$ cat config.mk
export PLATFORM = sky130hd
export DESIGN_NAME = tt_mul
export DESIGN_NICKNAME = d
export VERILOG_FILES = /design/src/design/tt_pkg.sv /design/src/design/tt_mul.sv
export SDC_FILE = /design/constraint.sdc
export NUM_CORES = 2
export LEC_CHECK = 0
export ABC_AREA = 1
export CORE_UTILIZATION = 55
export CTS_BUF_LIST = sky130_fd_sc_hd__clkbuf_16
export CTS_CLUSTER_SIZE = 40
export DETAILED_ROUTE_END_ITERATION = 12
export DONT_BUFFER_PORTS = 1
export GPL_TIMING_DRIVEN = 0
export PLACE_DENSITY = 0.7
export SLEW_MARGIN = 20
export SYNTH_ARGS = -nofsm -noshare
export SYNTH_HDL_FRONTEND = slang
export SYNTH_SLANG_ARGS = --single-unit
$ cat constraint.sdc
create_clock -name clk -period 10.9 [get_ports clk]
set_clock_uncertainty 0.2 [all_clocks]
set_input_delay 1.09 -clock clk [delete_from_list [all_inputs] [get_ports clk]]
set_output_delay 1.09 -clock clk [all_outputs]
set_load 0.1 [all_outputs]
$ cat src/design/tt_pkg.sv
// Shared constants and types for the triangle tangent block.
`default_nettype none
package tt_pkg;
	// Width of the wrapping intermediate arithmetic.
	localparam int ACC_BITS = 64;
	// Components are scaled below 2^NORM_LIMIT before squaring.
	localparam int NORM_LIMIT = 30;

	localparam int POS_BITS_DEF  = 32;
	localparam int UV_BITS_DEF   = 24;
	localparam int FRAC_BITS_DEF = 16;

	typedef logic [ACC_BITS-1:0] acc_t;

	// Corner codes.
	localparam logic [1:0] CORNER_FIRST  = 2'd0;
	localparam logic [1:0] CORNER_SECOND = 2'd1;
	localparam logic [1:0] CORNER_THIRD  = 2'd2;
endpackage
`default_nettype wire

$ cat src/design/tt_mul.sv
// Shared signed multiplier with a registered, wrapped 64-bit product.
`default_nettype none
module tt_mul
	import tt_pkg::*;
#(
	parameter int AW = 31,
	parameter int BW = 33
) (
	input  wire logic                 clk,
	input  wire logic signed [AW-1:0] a,
	input  wire logic signed [BW-1:0] b,
	output acc_t                      prod_s1
);
	logic signed [AW+BW-1:0] full;

	assign full = a * b;

	// Product register, wraps to the accumulator width
	always_ff @(posedge clk) begin
		prod_s1 <= ACC_BITS'(full);
	end
endmodule
`default_nettype wire

* After elaboration in Yosys (flattened, before gate mapping) *
Index checks and enable logic that the tools add are counted.

word-level totals
  register bits after elaboration = 64
  bits in read-only memories = 0
  memories kept = 0
  logic and storage cells = 2
  bits in writable memories = 0
  bits of input ports = 65
  output and inout bits = 64
  bits in latches = 0

cells by class
  bitwise operators = 0
  div/mod/pow operators = 0
  eq/ne operators = 0
  multiply operators = 1
  $lt $le $gt $ge = 0
  mux-type cells = 0
  shift-type cells = 0
  add/sub/neg operators = 0
  reductions and logical operators = 0

operators with widths
  cell                          count
  multiplier 31 x 33 -> 64 bit  1

* Depth between registers and ports, before layout *
  word-level depth = 1
  mapped depth = 33
  depth with buffers taken out = 31

* Least setup slack after synthesis *
Ideal clock, no wire load.

  kind = input-to-reg
  from = input b[32]
  to = register prod_s1[54]
  setup time = 0.113 ns
  stages on the path = 27
  setup slack = 2.997 ns
  arrival time = 7.590 ns
  buffers on the path = 1
  required time = 10.587 ns
  cells stage by stage = clkbuf_1 -> nand2_1 -> inv_1 -> fa_1 -> inv_1 -> fa_1 -> inv_1 -> fa_1 -> fa_1 -> inv_1 -> fa_1 -> inv_1 -> fa_1 -> inv_1 -> fa_1 -> fa_1 -> inv_1 -> ha_1 -> nand2_1 -> nor2_1 -> inv_1 -> nor2_4 -> nand2_1 -> nor3_1 -> nand2_1 -> nand4_1 -> nand2_1

on the way
  cells in the longest elaborated chain, start to end = 1

RTL lines
  what                          RTL line      source
  from (decl)                   tt_mul.sv:11  input wire logic signed [BW-1:0] b,
  multiplier 31 x 33 -> 64 bit  tt_mul.sv:16  assign full = a * b;
  net full[54]                  tt_mul.sv:14  logic signed [AW+BW-1:0] full;
  to (signal assigned)          tt_mul.sv:20  prod_s1 <= ACC_BITS'(full);
  to (decl)                     tt_mul.sv:12  output acc_t prod_s1

The timed path passes the listed nets, and every way through them passes these cells.

* Final worst setup path *
  from = input b[32]
  to = register prod_s1[58]

The elaborated chain is that of the path after synthesis.

==> results_tabular.tex <==
\begin{tabular}{lr}
\hline
Metric & Value \\
\hline
\multicolumn{2}{l}{\textbf{Timing}} \\
Slew at the pin closest to its max-slew limit & 1310 ps \\
Max transition margin & 0.129 \\
Post-route minimum period & 10030 ps \\
RSZ-0062 raised after global routing & no \\
Final max-slew violation count & 0 \\
Hold slack final & 1060 ps \\
Max frequency & 99.7 MHz \\
Final setup TNS & 0 ps \\
Number of hold-slack violations in the final timing report & 0 \\
Tcrit/Tclk final & 0.921 \\
Setup violations, final & 0 \\
\multicolumn{2}{l}{\textbf{Global routing}} \\
Gr usage total & 0.413 \\
Antenna violations before repair & 7 \\
First-pass GRT wire length & 219000 um \\
Via count of the first global-routing pass & 34923 \\
Remaining global-route overflow & 0 \\
Maximum number of pins on one net before global-route repair & 22 \\
\multicolumn{2}{l}{\textbf{Floorplanning}} \\
Die height & 273 um \\
Chip Width & 273 um \\
Effective utilization at floorplan & 0.556 \\
Rows & 99 \\
Number of primary I/O pins & 129 \\
Std-Cell Core Area & 73000 sq um \\
Die Outline Area & 74800 sq um \\
\multicolumn{2}{l}{\textbf{Logic synthesis}} \\
Gate count of the mapped netlist & 5220 \\
Top area cells in the synthesized netlist & fa\_1, inv\_1, nand2\_1 \\
Largest area contributor in the synthesized netlist & fa\_1 \\
Share of the synthesized area in the top cell type & 0.531 \\
Post-synthesis instance area & 40500 sq um \\
Number of synthesized flops with an enable pin & 0 \\
Avg Synthesized Cell Area & 7.77 sq um \\
Post-Syn Nets & 6547 \\
Number of distinct library cell variants in the gate-level netlist after synthesis & 30 \\
Number of warnings issued by yosys & 0 \\
Prevailing post-synth register cell & dfxtp\_1 \\
Synthesized flop and latch total & 64 \\
Share of async-settable or async-resettable flops after synthesis & 0 \\
Fraction of the yosys area taken by sequential cells & 0.0316 \\
\multicolumn{2}{l}{\textbf{Clock network}} \\
Number of buffers created by CTS & 9 \\
Clock sinks & 64 \\
Post-cts gate resize count & 0 \\
CTS clk-pin slew, worst paths & 60 ps \\
Post-CTS setup-driven buffer insertion count & 0 \\
Root buffer cell & clkbuf\_16 \\
Clock Tree Buf Depth & 2 \\
Count of H-tree levels built during CTS & 3 \\
TritonCTS clock tree & yes \\
Cts-stage hold buffer count & 0 \\
\multicolumn{2}{l}{\textbf{Hold path}} \\
Hold Path Sink & prod\_s1[0] \\
Launch instance of the worst min-delay path & b[0] \\
Kind of path behind the tightest hold check & primary input to flip-flop \\
Number of instances on the worst hold path & 3 \\
\multicolumn{2}{l}{\textbf{Finish}} \\
Share of cells above drive strength 1 & 0.0185 \\
Top register by number of flip-flops & prod\_s1 \\
Area Overhead vs Synth & 3.77\% \\
Final-stage net count & 6558 \\
Regs by FF count & prod\_s1 (64) \\
Max reg flops & 64 \\
\multicolumn{2}{l}{\textbf{Setup path}} \\
CP endpoint kind & flip-flop \\
Required @ worst endpoint & 10940 ps \\
Kind of critical path & primary input to flip-flop \\
Critical Path AT & 10070 ps \\
Critical Path Fanout Max & 11 \\
CP Launch Type & primary input \\
Worst setup path startpoint & b[32] \\
\multicolumn{2}{l}{\textbf{Routing}} \\
Antenna Nets Post-Route & 0 \\
Vias post-DR & 32888 \\
Detailed-route wire length per cell & 23.8 um \\
First-pass DRT Iterations & 6 \\
Remaining routing DRC violations & 0 \\
Routed vias/inst & 5.31 \\
Final routed wirelength across all metal layers & 148000 um \\
First DRT Iteration DRCs & 3208 \\
\multicolumn{2}{l}{\textbf{Placement}} \\
Post-DP HPWL & 126000 um \\
Count of port buffers added during placement & 0 \\
Final weighted congestion in routability-driven placement & 1.03 \\
\multicolumn{2}{l}{\textbf{Run}} \\
Max cap viols & 0 \\
\multicolumn{2}{l}{\textbf{Run status}} \\
Status & finished, final reports clean \\
\hline
\end{tabular}
[through the flow]
stage | utilization | std cells | setup WS [ps] | area (sq um)
6_report | 0.577 | 6198 | 865 | 42100
5_1_grt | 0.576 | 6195 | 792 | 42100
4_1_cts | 0.576 | 6195 | 1090 | 42100
2_1_floorplan | - | 5220 | 3000 | 40500
3_3_place_gp | 0.572 | 6179 | 735 | 41700
3_5_place_dp | 0.572 | 6179 | 742 | 41700
[worst max-delay path by stage]
stage             endpoint  slack [ps]  depth (start not counted)
6_report       prod_s1[58]         870                         27
3_5_place_dp   prod_s1[58]         740                         27
5_1_grt        prod_s1[58]         790                         28
2_1_floorplan  prod_s1[54]        3000                         27
3_3_place_gp   prod_s1[58]         730                         26
4_1_cts        prod_s1[58]        1090                         27
[final cells by class]
class / instances / area [sq um]
multi-input combinational: 3146 / 31700
fill: 7119 / 30900
inverter: 1788 / 6710
sequential: 64 / 1280
tap: 959 / 1200
buffer: 222 / 842
clock buffer: 9 / 225
clock inverter: 7 / 87.6
antenna: 3 / 7.51
[routing by layer]
layer,part of all wire,up-vias,global-route usage
li1,-,14149,-
met1,0.38,16481,0.524
met2,0.44,1803,0.633
met3,0.11,453,0.102
met4,0.078,2,0.267
met5,0.000074,-,0
[layout by cell type (no fill, tap or decap), drive strengths merged, types with 3 or more instances in the layout]
master | netlist | final
a21o | 3 | 3
inv | 1788 | 1789
nand4 | 14 | 14
diode | 0 | 3
o21ai | 20 | 20
xor2 | 36 | 36
nand3b | 5 | 5
or2 | 6 | 6
clkbuf | 198 | 208
fa | 1076 | 1076
nand3 | 80 | 80
nor3 | 13 | 13
o21bai | 11 | 11
xnor2 | 4 | 4
a21oi | 55 | 55
nand2 | 1500 | 1500
dfxtp | 64 | 64
ha | 186 | 186
nor2 | 132 | 132
buf | 24 | 23
[synthesized netlist by cell type (14+ instances only)]
| library cell | count |
|---|---|
| a21oi_1 | 55 |
| buf_1 | 24 |
| clkbuf_1 | 198 |
| dfxtp_1 | 64 |
| fa_1 | 1076 |
| ha_1 | 186 |
| inv_1 | 1784 |
| nand2_1 | 1483 |
| nand2_2 | 17 |
| nand3_1 | 67 |
| nand4_1 | 14 |
| nor2_1 | 100 |
| nor2_2 | 28 |
| o21ai_0 | 19 |
| xor2_1 | 36 |
[logic make-up after synthesis]
kind of cell | synth area share
simple gates | 0.173
compound gates | 0.0120
buf+inv | 0.186
fa+ha+maj | 0.589
flops | 0.0316
xor+xnor | 0.00864
[worst max-delay path, cell delays in order]
cell and delay, ps:
clkbuf_1 720, nand2_1 390, inv_1 190, fa_1 400, inv_1 310, fa_1 480, inv_1 250, fa_1 510
fa_1 1030, inv_1 520, fa_1 620, inv_1 60, fa_1 480, fa_1 490, inv_1 50, fa_1 490
inv_1 40, ha_1 480, nand2_1 160, nor2_2 170, inv_2 80, nor2_2 220, nand2_1 210, nor3_1 190
nand2_1 210, nand3_1 140, nand2_1 60
Power is left out: the tool's default activity adds up to more than one toggle a clock period on the data nets, which glitch-free logic cannot reach.
