`config.mk`:
```
export PLATFORM = sky130hd
export DESIGN_NAME = tt_div
export DESIGN_NICKNAME = d
export VERILOG_FILES = /design/src/design/tt_pkg.sv /design/src/design/tt_div.sv
export SDC_FILE = /design/constraint.sdc
export NUM_CORES = 1
export LEC_CHECK = 0
export ABC_AREA = 1
export BUFFER_PORTS_ARGS = -buffer_cell sky130_fd_sc_hd__buf_2
export CAP_MARGIN = 20
export CORE_MARGIN = 3
export CORE_UTILIZATION = 54
export DETAILED_ROUTE_END_ITERATION = 16
export PLACE_DENSITY = 0.78
export SYNTH_ARGS = -nofsm -noshare
export SYNTH_HDL_FRONTEND = slang
export SYNTH_SLANG_ARGS = --single-unit
```
`constraint.sdc`:
```
create_clock -name clk -period 2.6 [get_ports clk]
set_clock_uncertainty 0.15 [all_clocks]
set_input_delay 0.13 -clock clk [delete_from_list [all_inputs] [get_ports clk]]
set_output_delay 0.13 -clock clk [all_outputs]
set_load 0.01 [all_outputs]
```
`src/design/tt_pkg.sv`:
```
// Shared constants and types for the triangle tangent block.
`default_nettype none
package tt_pkg;
	// Width of the wrapping intermediate arithmetic.
	localparam int ACC_BITS = 64;
	// Components are scaled below 2^NORM_LIMIT before squaring.
	localparam int NORM_LIMIT = 30;

	localparam int POS_BITS_DEF  = 32;
	localparam int UV_BITS_DEF   = 24;
	localparam int FRAC_BITS_DEF = 16;

	typedef logic [ACC_BITS-1:0] acc_t;

	// Corner codes.
	localparam logic [1:0] CORNER_FIRST  = 2'd0;
	localparam logic [1:0] CORNER_SECOND = 2'd1;
	localparam logic [1:0] CORNER_THIRD  = 2'd2;
endpackage
`default_nettype wire

```
`src/design/tt_div.sv`:
```
// Restoring divider, one quotient bit per cycle, quotient known below 2^QW.
`default_nettype none
module tt_div
	import tt_pkg::*;
#(
	parameter int QW = 17
) (
	input  wire logic    clk,
	input  wire logic    arst_n,
	input  wire logic    start,
	input  wire acc_t    num,
	input  wire acc_t    den,
	output logic [QW-1:0] quo_q,
	output logic         done_q
);
	localparam int CW = $clog2(QW);

	acc_t          rem_q;
	acc_t          d_q;
	logic [CW-1:0] cnt_q;
	logic          busy_q;
	logic          ge;

	assign ge = rem_q >= d_q;

	always_ff @(posedge clk or negedge arst_n) begin
		if (!arst_n) begin
			busy_q <= 1'b0;
			done_q <= 1'b0;
			cnt_q  <= '0;
			rem_q  <= '0;
			d_q    <= '0;
			quo_q  <= '0;
		end else begin
			done_q <= 1'b0;
			if (start) begin
				rem_q  <= num;
				d_q    <= den << (QW - 1);
				quo_q  <= '0;
				cnt_q  <= '0;
				busy_q <= 1'b1;
			end else if (busy_q) begin
				if (ge) begin
					rem_q <= rem_q - d_q;
				end
				quo_q <= {quo_q[QW-2:0], ge};
				d_q   <= d_q >> 1;
				cnt_q <= cnt_q + 1'b1;
				if (cnt_q == CW'(QW - 1)) begin
					busy_q <= 1'b0;
					done_q <= 1'b1;
				end
			end
		end
	end
endmodule
`default_nettype wire

```
# Word level (Yosys, flattened, before mapping)
# Index checks and enable logic that the tools add are counted.
# totals
in_bits	131
word_cells	28
regBits	152
out_inout_bits	18
# classes
add_sub_neg	2
n_eq_ne	1
magnitude_cmp	1
reduce_logical	3
mux	15
# op_table
op	count
64-bit two-way mux	5
64-bit >= comparator	1
64-bit subtractor	1
17-bit two-way mux	2
5-bit two-way mux	2
1-bit two-way mux	6
5-bit by 1-bit adder with 5-bit output, second input constant	1
5-bit == test, second input constant	1
2-bit nonzero test	2
2-bit AND reduction	1

# Longest topological paths before layout
# Gate-level depths: netlist of run 1.
# logic_depth
depth_word	4
ltp_mapped	19

# Worst setup path after synthesis of run 1
# No wires, ideal clock.
# synth_timing
path_kind	register to register
from	reg rem_q[0]
to	reg rem_q[48]
required_time_ns	2.334
setup_ns	0.116
arrival_time_ns	2.223
path_stages_with_launch	20
synth_period_minus_slack_ns	2.489
slack_ns	0.111
path_cell_list	dfrtp_1 inv_1 ha_1 inv_1 fa_1 nand3_1 nand3_1 nand2_1 nand2_2 nand2_1 nand2_2 nand2_2 nand3_2 nand2_4 nand2_2 nand2_1 nand2_2 buf_6 nand2_1 nand2_1
# synth_between
elab_chain_cells	4
# synth_lines
item	line_no	rtl
start: declaration	tt_div.sv:18	acc_t rem_q;
start signal: assignment	tt_div.sv:37	rem_q <= num;
start signal: assignment	tt_div.sv:44	rem_q <= rem_q - d_q;
64-bit subtractor	tt_div.sv:44	
64-bit two-way mux	tt_div.sv:43	if (ge) begin
64-bit two-way mux	tt_div.sv:42	end else if (busy_q) begin
64-bit two-way mux	tt_div.sv:36	if (start) begin
# Parallel ways exist; a longest one is shown, timed or not. The select of a mux whose other input is x is not followed.
# A chain may end at the register's enable or synchronous reset.

# Worst setup path in the final report of run 1
# layout_timing
from	reg d_q[49]
to	reg rem_q[59]
# layout_between
elab_chain_cells	4
# layout_lines
item	line_no	rtl
start: declaration	tt_div.sv:19	acc_t d_q;
start signal: assignment	tt_div.sv:38	d_q <= den << (QW - 1);
start signal: assignment	tt_div.sv:47	d_q <= d_q >> 1;
64-bit subtractor	tt_div.sv:44	
64-bit two-way mux	tt_div.sv:43	
64-bit two-way mux	tt_div.sv:42	
64-bit two-way mux	tt_div.sv:36	
# Parallel ways exist; a longest one is shown, timed or not. The select of a mux whose other input is x is not followed.

==> results.md, run 1 <==
- Net Sw Frac: 50.8%
- Commonest non-fill, non-tap cell in the layout: nand2_1
- Clock Path Buffers: 2
- Area of the multi-input gates: 8060 um2
- Final Hold Viols: 0
- CTS tree: built
- Filler Cells Inserted: 1674
- Vias in the first global route: 14000
- Setup Crit Path Kind: reg2reg
- Syn-to-layout area delta: 39.6%
- Cells after Synth: 2071
- RD Place Congestion: 1.03
- Reg clk slew, reported paths: 0.09 ns
- NetSw: 9.60 mW
- Slew Limit Headroom: 57.6%
- FMAX: 0.371 GHz
- R2r setup slk: -0.09 ns
- Port Buf Inserts: 132
- WL final: 51.9 mm
- CP startpoint kind: flip-flop
- P_int: 9.28 mW
- Worst slew pin tran: 0.635 ns
- CTS Root Buffer Type: clkbuf_16
- RR Endpoint: rem_q[59]
- Average size of a mapped cell: 6.07 um2
- Power, Total: 18.9 mW
- Clock sinks: 152
- Final Non-Filler Cells: 2760
- Critical Path Source: d_q[49]
- Die height: 159 um
- H-Tree Depth: 4
- Post-route minimum period: 2.69 ns
- Sequential element share of the synthesized area: 30.3%
- M2 GR Usage: 60.0%
- Overall Global Routing Usage: 38.0%
- Drt wl/cell: 18.8 um
- GR peak layer: met2
- Final Cycle Share: 104%
- Die ar.: 25100 um2
- First-pass DRT Iterations: 9
- Clock latency on the worst-skew pair: 0.44 ns
- Initial Util: 55.2%
- Vias per cell: 5.52
- Num CTS Buffers: 17
- Main flop type after synthesis: dfrtp_1
- Sequential power share: 18.9%
- DRC viols: 0
- # Max-Cap Violations: 0
- Most frequent cells in the layout: nand2_1 (730), inv_1 (368), dfrtp_1 (152)
- Failing checks: negative setup slack
- Final core occ: 77.0%
- EDFF count, synth: 0
- Syn Nets: 2269
- Fin nets: 2631
- Outcome: finished, violations left
- Hold Crit Class: in2reg
- Total gr overflow: 0
- Vias: 15200
- Global routing usage on met3: 6.93%
- Crit-path max FO: 12
- Setup_tns: -2.68 ns
- Required time worst endpoint: 2.78 ns
- M1 GR Usage: 52.9%
- Post-Synthesis Cell Area: 12600 um2
- Cell count after placement: 2591
- Post-DP HPWL: 34.3 mm
- First-pass GRT wire length: 74.0 mm
- Initial antenna violation count: 1
- DR iter-0 viols: 1785
- Worst R2R Path Depth: 15
- Setup violations, final: 65
- Pleak: 9.70 nW
- Ys Warns: 0
- Layout cells sized above 1: 22.5%
- Clock Power Share: 14.6%
- Post-synth ARST share: 100%
- Post-DP Area: 14400 um2
- Power per standard cell area: 1080 nW/um2
- Library cells used by synthesis: 36
- Part of the power in combinational logic: 66.5%
- Worst setup EP type: flip-flop
- Final Max Tran Viols: 0
- Hold depth: 4
- Antenna viol nets, final: 0
- Top-level port count: 149
- RSZ-0062 raised after global routing: true
- Final instance area: 17500 um2
- Yosys reg bits: 152
- Rows: 55
- Critical Path End: rem_q[59]
- Setup slack after layout: -0.0925 ns
- Register area: 3800 um2
- Total core area: 22800 um2
- CP Data Arrival Time: 2.87 ns
- VDD IR-drop max: 0.000485 V
- Die width: 159 um
- Largest net degree at the start of global routing: 81
- R2r startpoint: d_q[49]
==> registers in the layout (all words and copies together), names as in the netlist <==
register and cells:
quo_q 17, rem_q 64, done_q 1, cnt_q 5
d_q 64, busy_q 1
==> kinds of logic after synthesis <==
kind of cell	share of synthesized area, %
simple gates	36.8
compound gates	10.9
flops	30.3
fa+ha+maj	6.73
xor+xnor	1.60
mux	0.0797
buf+inv	13.6
==> critical path, cell delays in order (launching register included) <==
cell and delay (ns):
dfrtp_1 0.38, inv_1 0.09, ha_1 0.37, nand2_1 0.07
nand2_1 0.12, a21oi_2 0.09, o21ai_1 0.24, nand2_1 0.10
nand2_1 0.13, nor2_4 0.08, buf_4 0.14, a21oi_4 0.19
buf_12 0.17, nand2_1 0.08, nand2_1 0.12, nor2_1 0.06
==> worst min path at each step <==
stage	from	endpoint
2_1_floorplan	arst_n	busy_q
3_3_place_gp	arst_n	d_q[9]
3_5_place_dp	arst_n	d_q[11]
4_1_cts	start	quo_q[16]
5_1_grt	start	quo_q[16]
6_report	start	quo_q[16]
==> cell type report <==
type,instances,share of cell area (%)
diodes,1,0.0143
clock buffers,17,2.43
clock inverters,15,1.23
inverters,387,8.29
multi-input cells,1483,45.9
flip-flops and latches,152,21.7
well taps,313,2.23
repair buffers,392,18.2
==> Yosys cell counts, types with 8 or more instances <==
| cell | n | share of area (%) |
|---|---|---|
| nand2_1 | 826 | 25 |
| inv_1 | 372 | 11 |
| dfrtp_1 | 152 | 30 |
| o21ai_0 | 149 | 5.9 |
| nor2_1 | 122 | 3.6 |
| nand3_1 | 100 | 4.0 |
| ha_1 | 66 | 6.6 |
| a21oi_1 | 58 | 2.3 |
| clkbuf_1 | 35 | 1.0 |
| o22ai_1 | 33 | 1.6 |
| nor3_1 | 19 | 0.76 |
| nand4_1 | 17 | 0.85 |
| xor2_1 | 15 | 1.0 |
| nand3b_1 | 14 | 0.84 |
| inv_2 | 11 | 0.33 |
| or2_2 | 11 | 0.55 |
| o21ai_1 | 9 | 0.36 |
| buf_6 | 8 | 0.72 |
| nand2_2 | 8 | 0.40 |
| xnor2_1 | 8 | 0.56 |
==> routing by layer <==
| layer | wire [um] | vias up |
|---|---|---|
| met1 | 21300 | 6969 |
| met3 | 5260 | 173 |
| met2 | 23100 | 982 |
| met4 | 2210 | 0 |
| li1 | - | 7119 |
| met5 | 0 | - |
==> power groups by stage <==
stage / registers (mW) / logic [mW] / clock network [mW]
finish: 3.57 / 12.6 / 2.75
global route: 3.60 / 13.6 / 2.82
CTS: 3.34 / 10.8 / 2.73
detailed placement: 3.34 / 10.0 / 0
global placement: 3.34 / 9.89 / 0
floorplan: 3.24 / 6.43 / 0
==> through the flow <==
stage | hold slack [ns] | setup slack (ns)
detailed placement | 0.00562 | -0.147
global route | 0.108 | -0.243
global placement | -0.00327 | -0.0543
CTS | 0.0302 | -0.0470
floorplan | -0.316 | 0.111
finish | 0.0588 | -0.0925
==> what timing repair did <==
| item | 4_1_cts | 5_1_grt |
|---|---|---|
| gates cloned | 4 | 4 |
| resized for setup | 50 | 206 |
| hold buffers | 114 | 0 |
| setup buffers | 11 | 4 |
| hold endpoints to repair | 180 | 0 |
| endpoints found under the setup margin | 65 | 65 |
| pin swaps | 13 | 41 |
Note: power is estimated with default switching activity, not from simulation.
==> run 2: changes to the inputs <==
==> constraint.sdc (replaced) <==
create_clock -name clk -period 2.6 [get_ports clk]
set_clock_uncertainty 0.15 [all_clocks]
set_input_delay 0.39 -clock clk [delete_from_list [all_inputs] [get_ports clk]]
set_output_delay 0.39 -clock clk [all_outputs]
set_load 0.01 [all_outputs]
==> run 2 against run 1 <==
Effect of this change:
- the flow still finishes with violations (negative setup slack)
- fmax decreased by 2.0%
- first-iteration DRC count decreased by 21%
- cell count decreased by 5.3%
- clock power about the same
- die area unchanged
- flip-flop and latch count unchanged
- design area decreased by 12%
- non-clock buffer count decreased by 146
- critical path depth increased by 3
- count of clock-buffer cells in the layout unchanged
- total power decreased by 9.4%
- highest routed layer unchanged
==> results.md, run 2 (synthesis results as in run 1) <==
- Final Hold Viols: 0
- Setup Crit Path Kind: reg2reg
- Power, Total: 17.1 mW
- Clock sinks: 152
- Layout cells sized above 1: 17.3%
- Drt wl/cell: 17.0 um
- Post-route minimum period: 2.75 ns
- Filler Cells Inserted: 2104
- RD Place Congestion: 1.00
- Final Cycle Share: 106%
- Fin nets: 2485
- Overall Global Routing Usage: 33.7%
- Min Hold Slack: 0.00829 ns
- Antenna viol nets, final: 0
- Post-DP Area: 14200 um2
- Initial antenna violation count: 0
- Pleak: 8.90 nW
- # Max-Cap Violations: 0
- WL final: 44.4 mm
- Port Buf Inserts: 132
- DRC viols: 0
- Num CTS Buffers: 17
- Power per standard cell area: 1110 nW/um2
- FMAX: 0.364 GHz
- Clock latency on the worst-skew pair: 0.45 ns
- Post-DP HPWL: 33.4 mm
- Final core occ: 67.9%
- Registers with the most flip-flops: d_q: 64 flops, rem_q: 64 flops, quo_q: 17 flops
- Rows: 55
- Total core area: 22800 um2
- Reg clk slew, reported paths: 0.09 ns
- Die height: 159 um
- Worst setup EP type: flip-flop
- VDD IR-drop max: 0.000548 V
- Clock Path Buffers: 2
- Initial Util: 55.2%
- Largest net degree at the start of global routing: 53
- Die width: 159 um
- Setup violations, final: 64
- Hold EP: rem_q[5]
- Setup slack after layout: -0.148 ns
- Antenna cells: 0
- CP startpoint kind: flip-flop
- R2r setup slk: -0.15 ns
- H-Tree Depth: 4
- Hold depth: 3
- Vias in the first global route: 12500
- R2r startpoint: rem_q[0]
- RSZ-0062 raised after global routing: true
- Slew Limit Headroom: 64.1%
- First-pass DRT Iterations: 6
- Top-level port count: 149
- DR iter-0 viols: 1408
- First-pass GRT wire length: 66.0 mm
- CTS Root Buffer Type: clkbuf_16
- Die ar.: 25100 um2
- Pre-CTS WS: -0.164 ns
- Crit-path max FO: 9
- Required time worst endpoint: 2.83 ns
- Final instance area: 15500 um2
- Syn-to-layout area delta: 23.0%
- Worst Hold Launch: num[5]
- RR Endpoint: rem_q[63]
- Most frequent cells in the layout: nand2_1 (793), inv_1 (371), dfrtp_1 (152)
- Worst slew pin tran: 0.536 ns
- Failing checks: negative setup slack
- CTS tree: built
- Total gr overflow: 0
- Hold Crit Class: in2reg
- Commonest non-fill, non-tap cell in the layout: nand2_1
- Outcome: finished, violations left
- Vias: 13700
- Final Max Tran Viols: 0
- Vias per cell: 5.25
- CP Data Arrival Time: 2.98 ns
- Worst R2R Path Depth: 18
==> run 2: cell type report <==
| type | instances | area [um2] | share of cell area, % |
|---|---|---|---|
| tap | 313 | 392 | 2.53 |
| inverter | 387 | 1450 | 9.40 |
| multi-input combinational | 1483 | 7390 | 47.8 |
| clock buffer | 17 | 425 | 2.75 |
| timing repair buffer | 246 | 1780 | 11.5 |
| clock inverter | 15 | 216 | 1.40 |
| sequential | 152 | 3800 | 24.6 |
==> run 2: power by group <==
part	internal (mW)	switching, mW
Combinational	4.11	6.92
Sequential	2.95	0.395
Clock	1.34	1.39
==> run 2: repair_timing <==
item,in CTS,in global routing
gates cloned,1,8
hold buffers,1,0
endpoints found under the hold margin,39,0
endpoints found under the setup margin,65,65
resized for setup,12,89
buffers inserted,0,6
pin swaps,1,8
==> run 2: critical path: stages (launching register included) <==
cell,delay (ns)
dfrtp_1,0.39
inv_1,0.06
ha_2,0.18
inv_2,0.05
fa_2,0.37
nand3_2,0.09
nand3_4,0.11
nand2_4,0.10
nand2_4,0.05
nand2_2,0.07
nand2_2,0.06
nand2_2,0.08
nand3_2,0.09
nand2_4,0.14
nand3_4,0.10
nand2_8,0.20
clkbuf_16,0.20
nand2_1,0.07
nand3_1,0.09
==> run 2: worst max-delay path by stage <==
| stage | start | slack (ns) | endpoint |
|---|---|---|---|
| after global routing | rem_q[0] | -0.29 | rem_q[63] |
| after global placement | rem_q[0] | -0.08 | rem_q[62] |
| final | rem_q[0] | -0.15 | rem_q[63] |
| after detailed placement | rem_q[0] | -0.16 | rem_q[27] |
| after CTS | rem_q[0] | -0.02 | rem_q[28] |
| after floorplan | rem_q[0] | 0.11 | rem_q[48] |
==> run 2: layer usage <==
| metal | vias up | wire length, um | GRT usage [%] |
|---|---|---|---|
| li1 | 6810 | - | - |
| met5 | - | 0 | 0 |
| met3 | 68 | 3570 | 4.95 |
| met4 | 0 | 945 | 8.15 |
| met2 | 562 | 19300 | 52.0 |
| met1 | 6280 | 20600 | 50.0 |
==> run 2: stage by stage <==
step | instances | TNS, ns
detailed placement | 2565 | -7.35
CTS | 2599 | -0.0200
global route | 2613 | -14.93
global placement | 2565 | -2.32
floorplan | 2071 | 0
finish | 2613 | -5.67
