`src/design/tt_pkg.sv`:
```
// Shared constants and types for the triangle tangent block.
`default_nettype none
package tt_pkg;
	// Width of the wrapping intermediate arithmetic.
	localparam int ACC_BITS = 64;
	// Components are scaled below 2^NORM_LIMIT before squaring.
	localparam int NORM_LIMIT = 30;

	localparam int POS_BITS_DEF  = 32;
	localparam int UV_BITS_DEF   = 24;
	localparam int FRAC_BITS_DEF = 16;

	typedef logic [ACC_BITS-1:0] acc_t;

	// Corner codes.
	localparam logic [1:0] CORNER_FIRST  = 2'd0;
	localparam logic [1:0] CORNER_SECOND = 2'd1;
	localparam logic [1:0] CORNER_THIRD  = 2'd2;
endpackage
`default_nettype wire

```
`src/design/tt_sqrt.sv`:
```
// Bit-pair iterative integer square root of a 64-bit radicand.
`default_nettype none
module tt_sqrt
	import tt_pkg::*;
(
	input  wire logic clk,
	input  wire logic arst_n,
	input  wire logic start,
	input  wire acc_t radicand,
	output logic [ACC_BITS/2-1:0] root,
	output logic      done_q
);
	localparam int ITER = ACC_BITS / 2;
	localparam int CW   = $clog2(ITER);

	acc_t          n_q;
	acc_t          root_q;
	acc_t          bit_q;
	acc_t          trial;
	logic [CW-1:0] cnt_q;
	logic          busy_q;

	assign trial = root_q + bit_q;
	assign root  = root_q[ACC_BITS/2-1:0];

	// One result bit per cycle
	always_ff @(posedge clk or negedge arst_n) begin
		if (!arst_n) begin
			busy_q <= 1'b0;
			done_q <= 1'b0;
			cnt_q  <= '0;
			n_q    <= '0;
			root_q <= '0;
			bit_q  <= '0;
		end else begin
			done_q <= 1'b0;
			if (start) begin
				n_q    <= radicand;
				root_q <= '0;
				bit_q  <= ACC_BITS'(1) << (ACC_BITS - 2);
				cnt_q  <= '0;
				busy_q <= 1'b1;
			end else if (busy_q) begin
				if (n_q >= trial) begin
					n_q    <= n_q - trial;
					root_q <= (root_q >> 1) + bit_q;
				end else begin
					root_q <= root_q >> 1;
				end
				bit_q <= bit_q >> 2;
				cnt_q <= cnt_q + 1'b1;
				if (cnt_q == CW'(ITER - 1)) begin
					busy_q <= 1'b0;
					done_q <= 1'b1;
				end
			end
		end
	end
endmodule
`default_nettype wire

```
`config.mk`:
```
export PLATFORM = sky130hd
export DESIGN_NAME = tt_sqrt
export DESIGN_NICKNAME = d
export VERILOG_FILES = /design/src/design/tt_pkg.sv /design/src/design/tt_sqrt.sv
export SDC_FILE = /design/constraint.sdc
export NUM_CORES = 1
export LEC_CHECK = 0
export CAP_MARGIN = 20
export CELL_PAD_IN_SITES_DETAIL_PLACEMENT = 1
export CELL_PAD_IN_SITES_GLOBAL_PLACEMENT = 1
export CORE_ASPECT_RATIO = 0.5
export CORE_MARGIN = 10
export CORE_UTILIZATION = 49
export DETAILED_ROUTE_END_ITERATION = 8
export DONT_BUFFER_PORTS = 1
export GPL_TIMING_DRIVEN = 0
export PLACE_DENSITY_LB_ADDON = 0.1
export SKIP_LAST_GASP = 1
export SYNTH_ARGS = -nofsm -noshare
export SYNTH_HDL_FRONTEND = slang
export SYNTH_SLANG_ARGS = --single-unit
```
`constraint.sdc`:
```
create_clock -name clk -period 6.92 [get_ports clk]
set_input_delay 2.076 -clock clk [delete_from_list [all_inputs] [get_ports clk]]
set_output_delay 2.076 -clock clk [all_outputs]
set_load 0.01 [all_outputs]
```
* Word level (Yosys, flattened, before mapping)
Cells that the tools add are included.
** Cells by class
- $add $sub $neg :: 4
- $mul :: 0
- Div/mod/pow operators :: 0
- Order comparisons :: 1
- Equality and inequality tests :: 1
- Shifts and indexed selects :: 0
- Mux-type cells :: 16
- Bitwise gates (word level) :: 0
- Reductions and logical operators :: 3
** Operators by type and width (number)
- $mux W64 :: 8
- $add A63 B64 Y64 :: 1
- $add A64 B64 Y64 :: 1
- $ge A64 B64 Y1 :: 1
- $sub A64 B64 Y64 :: 1
- $mux W5 :: 2
- $mux W1 :: 6
- $add A5 B1 Y5 const B :: 1
- $eq A5 B5 Y1 const B :: 1
- $reduce_bool A2 Y1 :: 2
- $reduce_and A2 Y1 :: 1
** Storage, ports and cells
- Flip-flop bits (word level) :: 199
- Latch bits :: 0
- Bits in writable memories :: 0
- Memory bits (read-only) :: 0
- Bits of input ports :: 67
- Output and inout bits :: 33
- Logic and storage cells :: 31
- Memories :: 0

* Logic depth before layout (Yosys ltp)
Gate-level depths: netlist of the first run.
- Depth after elaboration :: 5
- Mapped depth :: 28
- Mapped depth without buffers :: 25

* Worst setup path after synthesis of the first run
OpenSTA, ideal clock, no wires.
- Kind :: register to register
- Start point :: reg root_q[0]
- End point :: reg root_q[54]
- Library setup time :: 0.135 ns
- Arrival :: 5.576 ns
- Data required time :: 6.785 ns
- Path slack :: 1.209 ns
- Cell stages (with the launch flop) :: 29
- Buffers on the path :: 4
- Period minus slack after synthesis :: 5.711 ns
- Cell sequence :: dfrtp_1 -> ha_1 -> ha_1 -> a21o_1 -> a31oi_1 -> o21ai_0 -> a31oi_1 -> nor3_1 -> o41ai_1 -> o21a_1 -> o21a_1 -> o21ai_0 -> nand2_1 -> xor2_1 -> ha_1 -> clkbuf_1 -> and3_1 -> a221o_1 -> a21o_1 -> a2111oi_0 -> nand2b_1 -> o221a_2 -> nor2_1 -> clkbuf_1 -> buf_2 -> buf_2 -> a21oi_1 -> o21ai_0 -> o31ai_1
** On the way
- Word-level cells in the longest chain between the ends :: 5
** Ends and longest elaborated chain
- start: declaration :: line tt_sqrt.sv:17 : acc_t root_q;
- start signal: assignment :: line tt_sqrt.sv:46 : root_q <= (root_q >> 1) + bit_q;
- start signal: assignment :: line tt_sqrt.sv:48 : root_q <= root_q >> 1;
- $add A64 B64 Y64 :: line tt_sqrt.sv:23 : assign trial = root_q + bit_q;
- $ge A64 B64 Y1 :: line tt_sqrt.sv:44 : if (n_q >= trial) begin
- $mux W64 :: line tt_sqrt.sv:44
- $mux W64 :: line tt_sqrt.sv:43 : end else if (busy_q) begin
- $mux W64 :: line tt_sqrt.sv:37 : if (start) begin
No other way between the ends. The select of a mux whose other input is x is not followed.
A chain may end at the register's enable or synchronous reset.

* Worst setup path in the final report of the first run
- Start point :: reg root_q[0]
- End point :: reg n_q[63]
** On the way
- Word-level cells in the longest chain between the ends :: 5
- Elaborated cells between the ends (all ways) :: 8
- Classes of those cells :: add/sub: 2; order compare: 1; mux: 3; reduce/logical: 2
** Ends and longest elaborated chain
- $add A64 B64 Y64 (*) :: line tt_sqrt.sv:23
- $sub A64 B64 Y64 :: line tt_sqrt.sv:45 : n_q <= n_q - trial;
- $mux W64 :: line tt_sqrt.sv:44
- $mux W64 :: line tt_sqrt.sv:43
- $mux W64 :: line tt_sqrt.sv:37
- end signal: assignment :: line tt_sqrt.sv:38 : n_q <= radicand;
- end signal: assignment :: line tt_sqrt.sv:45
- end: declaration :: line tt_sqrt.sv:16 : acc_t n_q;
Mark *: on every way between the ends. The rest lies on a longest branch, timed or not. The select of a mux whose other input is x is not followed.

==> impl_metrics.csv, run 1 <==
group,metric,value,unit
floorplan,ioPinCount,100,
logic_synthesis,ys_types,76,
pwr,p_leak,7.575,nW
setup_path,worstPathArrival,6.96,ns
logic_synthesis,syn-num-nets,2239,
placed_design,hpwl,48.98,mm
floorplan,die_h,147.3,µm
drt,drtIter0Drc,1433,
sta,final.period_utilization,96.09,%
logic_synthesis,synth_edf_count,0,
logic_synthesis,synth-seq-area-share,26.30,%
placed_design,post_dp_cell_area,16450,µm²
min_path,hold_class,"reg2reg",
logic_synthesis,syn_area,15890,µm²
flow_run,maxCapViolCount,0,
global_route,grt_pass1_wl,97.33,mm
sta,drv_slew,0,
run_status,status,"complete, no violations",
logic_synthesis,syn-instance-count,2039,
logic_synthesis,synth_ff_type,"dfrtp_1",
logic_synthesis,async_flop_share,100.0,%
drt,wl_per_cell,25.46,µm
min_path,min_path_cells,2,
finish,fin_util,54.78,%
setup_path,r2r_start,"root_q[0]",
cts,clk_path_buf_depth,2,
placed_design,numPortBuffers,0,
setup_path,crit_fanout,9,
floorplan,dieWidth,274.7,µm
global_route,grt_use_total,30.99,%
drt,drcViolationCount,0,
logic_synthesis,synth_largest_area_cell,"dfrtp_1",
global_route,antenna_found_initial,5,
logic_synthesis,ys_seq_elements,167,
cts,clk_pin_slew,0.08,ns
setup_path,crit_type,"reg2reg",
logic_synthesis,synth_top_family_by_area,"compound AO/OA/AOI/OAI gates",
placed_design,finalWeightedCongestion,0.9554,
drt,dr_total_vias,16360,
sta,finClkSkew,0.01777,ns
finish,num-nets-final,2262,
logic_synthesis,synthTopCellsByArea,"dfrtp_1, ha_1, a21oi_1, nor2_1, nand2_1",
cts,root_buffer,"clkbuf_16",
setup_path,r2r-end,"n_q[63]",
pwr,power,7.888,mW
setup_path,rrSetupSlack,0.27,ns
setup_path,r2r_cells,23,
floorplan,die_area,40470,µm²
setup_path,end_kind,"flip-flop",
global_route,grt_pass1_vias,16110,
sta,fmax,150.4,MHz
pwr,p_per_area,452.5,nW/µm²
logic_synthesis,synth_xor_area_share,8.266,%
sta,tightest_slew,1.162,ns
drt,final_antenna_net_count,0,
pwr,irDropWorstVdd,0.2249,mV
setup_path,startpoint_type,"flip-flop",
logic_synthesis,synth_compound_area_share,27.45,%
logic_synthesis,synth_top_area_share,26.30,%
floorplan,coreArea,31830,µm²
global_route,globalRouteOverflowTotal,0,
cts,cts_tree,"done",
logic_synthesis,yosys.area_share.adder,10.52,%
finish,final_area,17430,µm²
logic_synthesis,muxShareOfSynthArea,3.417,%
cts,cts_htree_levels,4,
sta,relSlewSlack,22.57,%
floorplan,row_count,46,
cts,numCtsBuffers,17,
drt,dr.pass1.iters,5,
cts,cts.sinks,167,
min_path,hold_path_end,"cnt_q[3]",
cts,worstSkewPairLatency,0.48,ns
global_route,grt_max_degree,168,
setup_path,required,7.23,ns
drt,vias_per_cell,6.514,
min_path,hp-start,"cnt_q[3]",
logic_synthesis,yosysWarnings,0,
drt,wl,63.94,mm
finish,area_growth,9.699,%
finish,drive_gt1_share,7.904,%
logic_synthesis,yosys.area_share.simple,18.45,%
placed_design,dp.cells,2472,
floorplan,initial_core_util,49.93,%
sta,finalSetupViolCount,0,
logic_synthesis,avgSynthCellArea,7.794,µm²
sta,finalCriticalPeriod,6.650,ns
finish,final_cells,2511,
sta,hold_viol_final,0,
==> synth_stat cells (4+ instances only) <==
cell type  instances
o221ai_1          11
a221o_1            4
o21a_1            19
a21boi_0           7
o21bai_1          33
clkbuf_1         102
nand4_1           44
o31ai_1           14
and2_1            13
o21ai_0          148
a221oi_1           5
and4_1             5
buf_2             10
o31a_1             4
a311oi_1          16
a2111oi_0          7
and3_1            11
ha_1             132
nor3_1            25
o211ai_1          11
nand2_1          226
a21o_1            51
o311a_1            4
nor2b_1           12
nand2b_1          13
or3_1             22
o22ai_1           11
dfrtp_1          167
a21oi_1          173
buf_1             14
buf_4             32
a31oi_1           63
nor2_1           229
a31o_2            17
xor2_1            79
xnor2_1           71
a211oi_1          37
or2_2              5
inv_1             43
nand3_1           30
nor4_1            12
mux2i_1           52
==> cells in the final DEF (no fill, tap or decap), types with 6 or more instances in the layout <==
master     instances
clkbuf_1          92
a31oi_1           58
buf_1              7
o221ai_1          11
and2_1            13
inv_1             43
nor2_1           226
nand2_1          226
o211ai_1          11
xnor2_1           71
a31o_2            17
nand2b_1          13
o22ai_1           11
a21o_1            51
nand4_1           44
nor2b_1           12
a21oi_1          172
clkbuf_16         17
a311oi_1          16
o31ai_1           12
xor2_1            79
or3_1             21
ha_1             129
dfrtp_1          167
nor4_1            11
buf_2              7
o21ai_0          144
nor3_1            23
o21a_1            18
clkbuf_4           6
o21bai_1          31
and3_1            11
a211oi_1          35
a21boi_0           6
mux2i_1           52
nand3_1           29
buf_4             42
==> repair_timing <==
action                                  4_1_cts  5_1_grt
pin swaps                                     3        8
endpoints found under the setup margin      128      128
resized for setup                            50       44
hold buffers                                  0        0
buffers inserted                              1        7
endpoints found under the hold margin         0        0
==> layer usage <==
| metal | track usage, % | share of wire (%) | up-vias | routed length [µm] |
|---|---|---|---|---|
| li1 | - | - | 7481 | - |
| met1 | 42.52 | 46 | 8201 | 29140 |
| met2 | 47.28 | 44 | 579 | 28200 |
| met3 | 6.935 | 7.7 | 95 | 4953 |
| met4 | 10.17 | 2.6 | 0 | 1641 |
| met5 | 0 | 0 | - | 0 |
==> layout make-up <==
type | count | area, µm²
well taps | 432 | 540.5
plain buffers | 153 | 782.0
flip-flops and latches | 167 | 4179
clock buffers | 23 | 478.0
inverters | 44 | 165.2
clock inverters | 9 | 138.9
multi-input cells | 1670 | 11040
repair buffers | 9 | 100.1
diodes | 4 | 10.01
fillers | 3962 | 14390
==> stage by stage <==
stage	hold slack (ns)	setup WS (ns)	TNS, ns
6_report	0.5389	0.2703	0
2_1_floorplan	0.4929	1.209	0
3_3_place_gp	0.5158	-1.495	-128.98
3_5_place_dp	0.5215	-1.674	-136.57
4_1_cts	0.5433	0.01747	0
5_1_grt	0.5584	-0.02121	-0.06288
==> cell families after synthesis <==
logic type      after synthesis
simple gates                657
xor+xnor                    150
flops                       167
mux                          54
fa+ha+maj                   133
compound gates              676
buf+inv                     202
==> worst max-delay path by stage <==
| stage | start | slack (ns) | end | cells past startpoint |
|---|---|---|---|---|
| 2_1_floorplan | root_q[0] | 1.21 | root_q[54] | 28 |
| 3_3_place_gp | root_q[0] | -1.50 | n_q[56] | 26 |
| 3_5_place_dp | root_q[0] | -1.67 | n_q[56] | 26 |
| 4_1_cts | root_q[2] | 0.02 | root_q[12] | 25 |
| 5_1_grt | bit_q[0] | -0.02 | root_q[24] | 25 |
| 6_report | root_q[0] | 0.27 | n_q[63] | 23 |
==> critical path, stage by stage, from the launching register on <==
cell and delay [ns]:
dfrtp_1 0.42, ha_1 0.24, ha_1 0.21, a21o_1 0.22, a31oi_2 0.29, o21ai_2 0.17, a31oi_4 0.30, nor3_2 0.12
o31ai_2 0.35, o21ai_1 0.17, a32oi_1 0.33, xor2_1 0.19, ha_1 0.26, clkbuf_1 0.24, a21o_1 0.25, a2111oi_0 0.60
o31ai_1 0.15, a221o_1 0.37, a31oi_1 0.35, o21ai_0 0.40, a41o_1 0.36, a31oi_1 0.20, xor2_1 0.17, o221ai_1 0.13
==> registers in the layout (all words and copies together) (netlist names) <==
| register | flops |
|---|---|
| n_q | 64 |
| busy_q | 1 |
| done_q | 1 |
| cnt_q | 5 |
| root_q | 64 |
| bit_q | 32 |
==> where the power goes <==
part | total [mW] | switching (mW) | internal, mW
sequential | 1.48 | 0.249 | 1.23
combinational | 5.33 | 3.36 | 1.97
clock | 1.08 | 0.479 | 0.602
Note: power is estimated with default switching activity, not from simulation.
==> run 2, diff against run 1 <==
--- a/config.mk
+++ b/config.mk
@@ -8,7 +8,7 @@
 export CAP_MARGIN = 20
 export CELL_PAD_IN_SITES_DETAIL_PLACEMENT = 1
 export CELL_PAD_IN_SITES_GLOBAL_PLACEMENT = 1
-export CORE_ASPECT_RATIO = 0.5
+export CORE_ASPECT_RATIO = 0.7
 export CORE_MARGIN = 10
 export CORE_UTILIZATION = 49
 export DETAILED_ROUTE_END_ITERATION = 8
==> impl_metrics.csv, run 2 (same netlist as run 1, synthesis figures left out) <==
group,metric,value,unit
run_status,status,"complete, no violations",
finish,area_growth,9.006,%
sta,final.period_utilization,99.38,%
pwr,p_per_area,459.4,nW/µm²
sta,setup_ws,0.04310,ns
pwr,irDropWorstVdd,0.2676,mV
drt,dr_total_vias,16650,
pwr,clkPwrFrac,13.5,%
cts,clk_pin_slew,0.08,ns
floorplan,die_h,170.7,µm
setup_path,startpoint_type,"flip-flop",
setup_path,end_kind,"flip-flop",
sta,finClkSkew,0.02168,ns
sta,rsz0062_at_grt,"true",
cts,worstSkewPairLatency,0.48,ns
cts,cts_htree_levels,4,
global_route,grt_pass1_vias,16380,
drt,wl_per_cell,26.86,µm
pwr,combinationalPowerShare,67.6,%
pwr,swShare,52.91,%
global_route,antenna_found_initial,3,
drt,wl,67.02,mm
pwr,p_seq_share,18.9,%
finish,num-nets-final,2253,
drt,vias_per_cell,6.675,
placed_design,hpwl,51.09,mm
floorplan,die_area,40150,µm²
setup_path,crit_fanout,10,
min_path,hold_class,"reg2reg",
finish,layout_common_cells,"nor2_1, nand2_1, a21oi_1",
cts,cts.sinks,167,
global_route,grt_pass1_wl,100.2,mm
floorplan,dieWidth,235.3,µm
cts,numCtsBuffers,17,
floorplan,row_count,55,
finish,layout_commonest_cell,"nor2_1",
placed_design,numPortBuffers,0,
global_route,grt_max_degree,168,
finish,top_regs,"n_q x64, root_q x64, bit_q x32",
finish,fin_util,53.91,%
sta,finalSetupTns,0,ns
floorplan,ioPinCount,100,
sta,tightest_slew,1.215,ns
sta,finalCriticalPeriod,6.877,ns
drt,drcViolationCount,0,
cts,cts_tree,"done",
flow_run,maxCapViolCount,0,
sta,relSlewSlack,19.03,%
pwr,p_leak,7.519,nW
drt,drtIter0Drc,1683,
floorplan,coreArea,32140,µm²
setup_path,required,7.24,ns
setup_path,worstPathArrival,7.20,ns
cts,hold_buffers,0,
cts,root_buffer,"clkbuf_16",
sta,drv_slew,0,
floorplan,initial_core_util,49.45,%
finish,drive_gt1_share,7.502,%
global_route,globalRouteOverflowTotal,0,
drt,dr.pass1.iters,5,
cts,clk_path_buf_depth,2,
global_route,grt_use_total,32.23,%
placed_design,pre_cts_slack,-1.197,ns
setup_path,crit_type,"reg2reg",
drt,final_antenna_net_count,0,
placed_design,finalWeightedCongestion,0.9569,
pwr,cellInternalPower,3.747,mW
sta,hold_viol_final,0,
pwr,switching_power,4.211,mW
sta,fmax,145.4,MHz
sta,finalSetupViolCount,0,
finish,fill_cells,3927,
## run 2: metrics by stage
step                      hold slack [ns]  std cells  total power [mW]  instance area [µm²]
after detailed placement           0.5349       2466             6.468                16430
after global routing               0.5727       2495             8.462                17320
after global placement             0.5133       2466             6.284                16430
after CTS                          0.5527       2497             7.647                17160
after floorplan                    0.4929       2039             4.953                15890
final                              0.5500       2495             7.958                17320
## run 2: worst max-delay path, cell delays in order (launching register included)
cell and delay [ns]:
dfrtp_1 0.42, ha_1 0.25, ha_1 0.22, a21o_1 0.23, a31oi_2 0.29, o21ai_1 0.18
a31oi_2 0.37, nor3_1 0.15, o31ai_2 0.39, o21ai_1 0.16, a32oi_1 0.30, nor2_1 0.15
o21ai_1 0.17, xor2_1 0.30, ha_1 0.35, and3_1 0.19, a221o_1 0.33, a21o_1 0.21
a2111oi_2 0.36, nand2b_1 0.13, o221a_2 0.33, nor2_4 0.21, buf_6 0.22, buf_6 0.20
buf_6 0.21, a21oi_1 0.15, o21ai_0 0.13, o31ai_1 0.10
## run 2: cell type report
| class | instances | area (µm²) | share of cell area, % |
|---|---|---|---|
| Antenna cell | 2 | 5.005 | 0.02889 |
| Buffer | 152 | 780.7 | 4.507 |
| Clock buffer | 18 | 429.2 | 2.477 |
| Clock inverter | 14 | 191.4 | 1.105 |
| Inverter | 44 | 165.2 | 0.9533 |
| Multi-Input combinational cell | 1670 | 11030 | 63.67 |
| Sequential cell | 167 | 4180 | 24.13 |
| Tap cell | 427 | 534.3 | 3.084 |
| Timing Repair Buffer | 1 | 7.507 | 0.04333 |
## run 2: worst paths after layout
kind | slack (ns) | endpoint | depth (start not counted) | startpoint
max | 0.04 | root_q[54] | 27 | root_q[0]
min | 0.55 | cnt_q[3] | 2 | cnt_q[3]
max reg2reg | 0.04 | root_q[54] | 27 | root_q[0]
min reg2reg | 0.55 | cnt_q[3] | 2 | cnt_q[3]
max in group asynchronous | 5.34 | root_q[59] | 0 | arst_n
min in group asynchronous | 1.29 | n_q[10] | 0 | arst_n
## run 2: power groups by stage
stage / sequential, mW / clock (mW) / combinational, mW
finish: 1.50 / 1.07 / 5.38
global route: 1.52 / 1.12 / 5.82
CTS: 1.48 / 1.07 / 5.10
detailed placement: 1.49 / 0 / 4.97
global placement: 1.48 / 0 / 4.80
floorplan: 1.38 / 0 / 3.57
## run 2: repair_timing
| item | 4_1_cts | 5_1_grt |
|---|---|---|
| pin swaps | 1 | 9 |
| setup buffers | 0 | 1 |
| resized for setup | 36 | 52 |
| setup endpoints to repair | 128 | 128 |
| cloned | 0 | 0 |
## run 2: per-layer routing
layer	part of all wire, %	routed length, µm	global-route usage (%)
met1	47	31220	46.90
met2	41	27200	45.72
met3	10	6999	8.219
met4	2.4	1588	9.339
met5	0.019	13	0
